## config.mk

```make
export PLATFORM = sky130hd
export DESIGN_NAME = sgll_ctrl
export DESIGN_NICKNAME = d
export VERILOG_FILES = /design/src/rtl/sgll_pkg.sv /design/src/rtl/sgll_ctrl.sv
export SDC_FILE = /design/constraint.sdc
export NUM_CORES = 1
export LEC_CHECK = 0
export ABC_CLOCK_PERIOD_IN_PS = 4000
export BUFFER_PORTS_ARGS = -buffer_cell sky130_fd_sc_hd__buf_2
export CAP_MARGIN = 15
export CORE_AREA = 2 2 39 41
export CTS_BUF_LIST = sky130_fd_sc_hd__clkbuf_2
export DETAILED_ROUTE_END_ITERATION = 8
export DIE_AREA = 0 0 41 43
export PLACE_DENSITY_LB_ADDON = 0.3
export SYNTH_ARGS = -nofsm -noshare
export SYNTH_HDL_FRONTEND = slang
export SYNTH_SLANG_ARGS = --single-unit
```

## constraint.sdc

```tcl
create_clock -name clock -period 4 [get_ports clock]
set_input_delay 0.4 -clock clock [delete_from_list [all_inputs] [get_ports clock]]
set_output_delay 0.4 -clock clock [all_outputs]
set_load 0.1 [all_outputs]
```

## src/rtl/sgll_pkg.sv

```systemverilog
// shared types, constants and codes for the seeded geodesic level labeler
package sgll_pkg;

   localparam int IDX_W       = 16;
   localparam int LVL_W       = 16;
   localparam int DIMW_W      = 7;
   localparam int DIMD_W      = 5;
   localparam int AREA_W      = 2 * DIMW_W;
   localparam int NPIX_W      = IDX_W + 1;
   localparam int STORE_DEPTH = 1 << IDX_W;
   localparam int NB_W        = 20;
   localparam int ADDR_W      = 5;
   localparam int DATA_W      = 32;

   localparam logic [1:0] FUNC_WRITE = 2'd0;
   localparam logic [1:0] FUNC_RUN   = 2'd1;
   localparam logic [1:0] FUNC_READ  = 2'd2;

   localparam logic [2:0] REG_WIDTH  = 3'd0;
   localparam logic [2:0] REG_HEIGHT = 3'd1;
   localparam logic [2:0] REG_DEPTH  = 3'd2;
   localparam logic [2:0] REG_FACE   = 3'd3;
   localparam logic [2:0] REG_PLANAR = 3'd4;
   localparam logic [2:0] REG_LIMIT  = 3'd5;

   localparam int DEF_MAX_WIDTH  = 64;
   localparam int DEF_MAX_HEIGHT = 64;
   localparam int DEF_MAX_DEPTH  = 16;

   // one flood queue entry: pixel, its coordinates and its level
   typedef struct packed {
      logic [IDX_W-1:0]  idx;
      logic [DIMW_W-1:0] x;
      logic [DIMW_W-1:0] y;
      logic [DIMD_W-1:0] z;
      logic [LVL_W-1:0]  lvl;
   } sgll_qent_type;

   typedef struct packed {
      logic clr_write;
      logic item_take;
      logic rsp_load;
      logic scan_start;
      logic scan_read;
      logic scan_write;
      logic q_read;
      logic q_load;
      logic nb_issue;
      logic nb_test;
      logic nb_next;
   } sgll_cmd_type;

   typedef struct packed {
      logic clr_last;
      logic item_run;
      logic scan_last;
      logic q_empty;
      logic q_expand;
      logic nb_valid;
      logic nb_last;
      logic cfg_wr;
   } sgll_stat_type;

endpackage

```

## src/rtl/sgll_ctrl.sv

```systemverilog
// controller: sequences clearing, item handling, seed scan and flood
module sgll_ctrl (
   input  logic                     clock,
   input  logic                     reset,
   input  logic                     req_valid,
   output logic                     req_stall,
   output logic                     rsp_valid,
   input  logic                     rsp_stall,
   output sgll_pkg::sgll_cmd_type   cmd,
   input  sgll_pkg::sgll_stat_type  stat
);
   import sgll_pkg::*;

   typedef enum logic [3:0] {
      ST_CLEAR,
      ST_IDLE,
      ST_ITEM,
      ST_SCAN_RD,
      ST_SCAN_WR,
      ST_Q_RD,
      ST_Q_LOAD,
      ST_NB_ADDR,
      ST_NB_TEST
   } state_type;

   state_type state_ff, state_in;
   logic [1:0] settle_ff, settle_in;
   logic       rsp_valid_ff, rsp_valid_in;
   logic       req_accept;

   // size registers need to settle after a write, so requests stall until they have
   assign req_stall  = !(state_ff == ST_IDLE && settle_ff == 2'd0
                         && (!rsp_valid_ff || !rsp_stall));
   assign req_accept = req_valid && !req_stall;
   assign rsp_valid  = rsp_valid_ff;

   always_comb begin
      cmd      = '0;
      state_in = state_ff;
      case (state_ff)
         ST_CLEAR: begin
            cmd.clr_write = 1'b1;
            if (stat.clr_last) state_in = ST_IDLE;
         end
         ST_IDLE: begin
            if (req_accept) begin
               cmd.item_take = 1'b1;
               state_in = ST_ITEM;
            end
         end
         ST_ITEM: begin
            if (stat.item_run) begin
               cmd.scan_start = 1'b1;
               state_in = ST_SCAN_RD;
            end else begin
               cmd.rsp_load = 1'b1;
               state_in = ST_IDLE;
            end
         end
         ST_SCAN_RD: begin
            cmd.scan_read = 1'b1;
            state_in = ST_SCAN_WR;
         end
         ST_SCAN_WR: begin
            cmd.scan_write = 1'b1;
            state_in = stat.scan_last ? ST_Q_RD : ST_SCAN_RD;
         end
         ST_Q_RD: begin
            if (stat.q_empty) begin
               cmd.rsp_load = 1'b1;
               state_in = ST_IDLE;
            end else begin
               cmd.q_read = 1'b1;
               state_in = ST_Q_LOAD;
            end
         end
         ST_Q_LOAD: begin
            cmd.q_load = 1'b1;
            state_in = stat.q_expand ? ST_NB_ADDR : ST_Q_RD;
         end
         ST_NB_ADDR: begin
            if (stat.nb_valid) begin
               cmd.nb_issue = 1'b1;
               state_in = ST_NB_TEST;
            end else begin
               cmd.nb_next = 1'b1;
               if (stat.nb_last) state_in = ST_Q_RD;
            end
         end
         ST_NB_TEST: begin
            cmd.nb_test = 1'b1;
            cmd.nb_next = 1'b1;
            state_in = stat.nb_last ? ST_Q_RD : ST_NB_ADDR;
         end
         default: state_in = ST_IDLE;
      endcase
   end

   always_comb begin
      settle_in = settle_ff;
      if (stat.cfg_wr) settle_in = 2'd2;
      else if (settle_ff != 2'd0) settle_in = settle_ff - 2'd1;
      rsp_valid_in = rsp_valid_ff;
      if (cmd.rsp_load) rsp_valid_in = 1'b1;
      else if (rsp_valid_ff && !rsp_stall) rsp_valid_in = 1'b0;
   end

   always_ff @(posedge clock) begin
      if (reset) begin
         state_ff     <= ST_CLEAR;
         settle_ff    <= 2'd0;
         rsp_valid_ff <= 1'b0;
      end else begin
         state_ff     <= state_in;
         settle_ff    <= settle_in;
         rsp_valid_ff <= rsp_valid_in;
      end
   end

endmodule

```

==> metrics list <==
* Run status: finished clean
- In the synthesized netlist, the number of instances is between 70 and 80.
- Delay of the slowest critical-path stage: between 0.7 and 0.8 ns
- First-pass GRT wire length: 2.10 mm
- Vias in the first global route: just over 500
- Counting flops and latches in the post-synthesis netlist gives 7.
- In this run the critical register-to-register path is launched from state_ff[0]$_SDFFE_PP0P_.
* Endpoint of the worst-slack reg-to-reg timing path: state_ff[0]$_SDFFE_PP0P_
- Reg2Reg Depth: 4
- For the pin with the worst max-slew slack, the measured transition is 0.628 ns.
- The slowest stage of the critical path belongs to the cell sky130_fd_sc_hd__dfxtp_1.
- Among all flip-flop cells after synthesis, the most frequent one is sky130_fd_sc_hd__dfxtp_1.
- Proportion of synthesized area in mux cells: 3.52%
- Layout cells sized above 1: roughly 37%
- Once detail routing completed, the nets flagged for antenna violations numbered 0.
* Average wire length per cell after detail routing: approximately 12 µm
* Seq/Total Area, Yosys: a little under a quarter
- Yosys warnings: 0
- HPWL after detailed placement: approximately 990 µm
* # resized after CTS: 0
- Category of the worst setup path capture point: output port
- The average instance in the mapped netlist occupies between 7 and 8 µm².
- DR pass1 iterations: 4
- Final setup viols: 0
- By area the synthesized netlist is led by sky130_fd_sc_hd__dfxtp_1, sky130_fd_sc_hd__a21oi_1, sky130_fd_sc_hd__buf_6, sky130_fd_sc_hd__nand2_1, sky130_fd_sc_hd__or3b_1.
- Largest net degree at the start of global routing: 20
- In this run, CTS created clock tree buffers numbering 3.
* Number of standard cells in the final layout excluding fillers: around 110
* Family with the most delay on the worst path: flip-flops
* Relative max-transition margin: 58.1%
* Die Outline Area: ~1800 µm²
* Clock tree root driver cell: sky130_fd_sc_hd__clkbuf_2
- Traced cell by cell, the critical path runs through nor4b_2 > and2_2 > and3_1 > buf_2.
* Number of clock sinks: 7
- Unrepaired setup endpoints after global routing: no
- Summed over all instances, the cell type with the most area after synthesis is sky130_fd_sc_hd__dfxtp_1.
- Average via count per standard cell: 5.45
* Port Buffers: 24
* DIE HEIGHT: roughly 43 µm
- Ranking of synthesized cells by instance count: sky130_fd_sc_hd__a21oi_1, sky130_fd_sc_hd__dfxtp_1, sky130_fd_sc_hd__nand2_1
* Critical Path Start Type: flip-flop
- Source of the critical timing path: state_ff[0]$_SDFFE_PP0P_
* Critical path buffers and inverters: 1
* Data arrival at the endpoint of the critical path: around 2.0 ns
- In this run the number of cells on the critical path is 4.
* Detailed Route WL: 1.37 mm
- Proportion of netlist area held by the largest area contributor: 23.2%
- The critical path is of the flip-flop to output port type.
- The clock period could shrink to approximately 2.4 ns.
* # rows: 14
- Final hold vios: 0
- Number of synthesized flops with an enable pin: 0
* Max VDD drop: between 0.1 and 0.15 mV
- Relative area change from synthesis to final layout: 19.0%
- Required time reported for the critical path endpoint: 3.60 ns
* Leak: around 0.33 nW
- Slew Limit Fails: 0
* Post-route fraction of the period consumed by the critical path: roughly three fifths
- Area share of and/or/nand/nor cells after synthesis: 39.5%
- Critical-path maximum fanout: 19
* Final sum of negative setup slack: 0 ns
- Counting along the longest clock path gives a buffer depth of 2.
- Core ar.: between 1000 and 1500 µm²
- Clock transition time at the flip-flop clock pins of the worst setup and hold paths: 0.08 ns
* Net total in the final layout: between 100 and 150
* Io pins: 25
- Timing would allow up to a little over 400 MHz.
* Hold-fix buffer count after cts: 0
- Last element of the critical path: cmd[9]
- The initial utilization of the core area, before any placement, comes to 43.7%.
- R2R Setup Slk: between 2 and 2.5 ns
- The detailed router finished its first iteration with 12 violations.
- In this run the number of H-tree levels came out at 1.
- Post-CTS setup buffer count: 0
- Summing the areas of all fa, ha and maj instances in the mapped netlist gives 0% of the synthesized area.
* Unique cell type count in the Yosys netlist: 35
- Skew final: 0.00117 ns
- Summing the areas of all compound-gate instances in the mapped netlist gives a little over a fifth of the synthesized area.
- CTS tree: done
- Fraction of registers with async set or reset after synthesis: 0%
- The initial antenna violation count was 0.
- Ant diodes: 0
- Summing over every cut layer, the via total after detailed routing is 621.
- In the global route stage, overall resource usage came out at between 10% and 20%.
- The min-delay analysis places its worst path in the category input port to flip-flop.
- Net count after synthesis: a little under 90
- Dominant combinational cell family by area after synthesis: simple AND/OR/NAND/NOR gates
* Die X: slightly above 40 µm
- Across the run, the number of max-cap violations was 0.
- Global placer's final weighted congestion: 0.805
* DRC violations left: 0
- Summing the areas of all xor and xnor instances in the mapped netlist gives under 10% of the synthesized area.
- Power density over the cells: roughly 260 nW/µm²
- Synthesized area: 604 µm²
- For this run the aggregate overflow at the end of global routing stands at 0.
- Clock latency on the worst-skew pair, taken at its later pin, is 0.23 ns.
- Post-Place Cells: 110
## flip-flops by register name (all words and copies together) (netlist names)
| name | cells |
|---|---|
| rsp_valid | 1 |
| state_ff | 4 |
| settle_ff | 2 |
## power breakdown
part | total (W) | switching [W] | internal [W]
Clock | 0.0000543 | 0.0000277 | 0.0000266
Sequential | 0.0000785 | 0.00000671 | 0.0000718
Combinational | 0.0000525 | 0.0000362 | 0.0000163
## routing by layer
layer  GRT usage [%]  wire [µm]
met5               0          0
met4            8.00         10
met3            3.14         68
met2            24.4        635
met1            24.2        652
## cell families after synthesis
| family | after synthesis |
|---|---|
| compound gates | 19 |
| xor+xnor | 1 |
| buf+inv | 9 |
| flops | 7 |
| mux | 2 |
| simple gates | 38 |
## worst min path at each step
| stage | startpoint | to | slack [ns] | cells past startpoint |
|---|---|---|---|---|
| 2_1_floorplan | settle_ff[0]$_SDFFE_PP0P_ | settle_ff[0]$_SDFFE_PP0P_ | 0.44 | 1 |
| 3_5_place_dp | settle_ff[0]$_SDFFE_PP0P_ | settle_ff[0]$_SDFFE_PP0P_ | 0.46 | 1 |
| 3_3_place_gp | settle_ff[0]$_SDFFE_PP0P_ | settle_ff[0]$_SDFFE_PP0P_ | 0.46 | 1 |
| 5_1_grt | stat[0] | settle_ff[0]$_SDFFE_PP0P_ | 0.33 | 2 |
| 6_report | stat[0] | settle_ff[0]$_SDFFE_PP0P_ | 0.33 | 2 |
| 4_1_cts | stat[0] | settle_ff[0]$_SDFFE_PP0P_ | 0.32 | 2 |
## metrics by stage
stage | instance area, µm² | setup slack (ns) | total power [W] | hold WS [ns] | util [%]
after floorplan | 611 | 0.825 | 0.000123 | 0.440 | -
after global placement | 699 | 1.89 | 0.000132 | 0.457 | 50.5
after detailed placement | 699 | 1.84 | 0.000133 | 0.463 | 50.5
after CTS | 719 | 1.56 | 0.000188 | 0.323 | 52.0
after global routing | 719 | 1.41 | 0.000197 | 0.328 | 52.0
final | 719 | 1.57 | 0.000185 | 0.334 | 52.0
## worst reg2reg max path, stage by stage, from the launching register on
cell and delay (ns):
sky130_fd_sc_hd__dfxtp_1 0.73, sky130_fd_sc_hd__nor4b_2 0.32, sky130_fd_sc_hd__and3_1 0.23, sky130_fd_sc_hd__o21ai_1 0.08, sky130_fd_sc_hd__o31a_1 0.28
## cell type report
type,instances,area (µm²)
clock buffers,4,20.0
multi-input cells,60,408
flip-flops and latches,7,140
repair buffers,24,120
inverters,3,11.3
well taps,16,20.0
fillers,143,664
## cells in the final DEF (no fill, tap or decap), types with 3 or more instances in the layout
cell                       count
sky130_fd_sc_hd__a21oi_1       7
sky130_fd_sc_hd__or3b_1        3
sky130_fd_sc_hd__inv_1         3
sky130_fd_sc_hd__nor2_1        5
sky130_fd_sc_hd__nand2b_1      4
sky130_fd_sc_hd__dfxtp_1       7
sky130_fd_sc_hd__nand2_1       7
sky130_fd_sc_hd__o21ai_1       3
sky130_fd_sc_hd__clkbuf_2      4
sky130_fd_sc_hd__buf_2        24
sky130_fd_sc_hd__nor3_1        5
(Power assumes the default switching activity.)
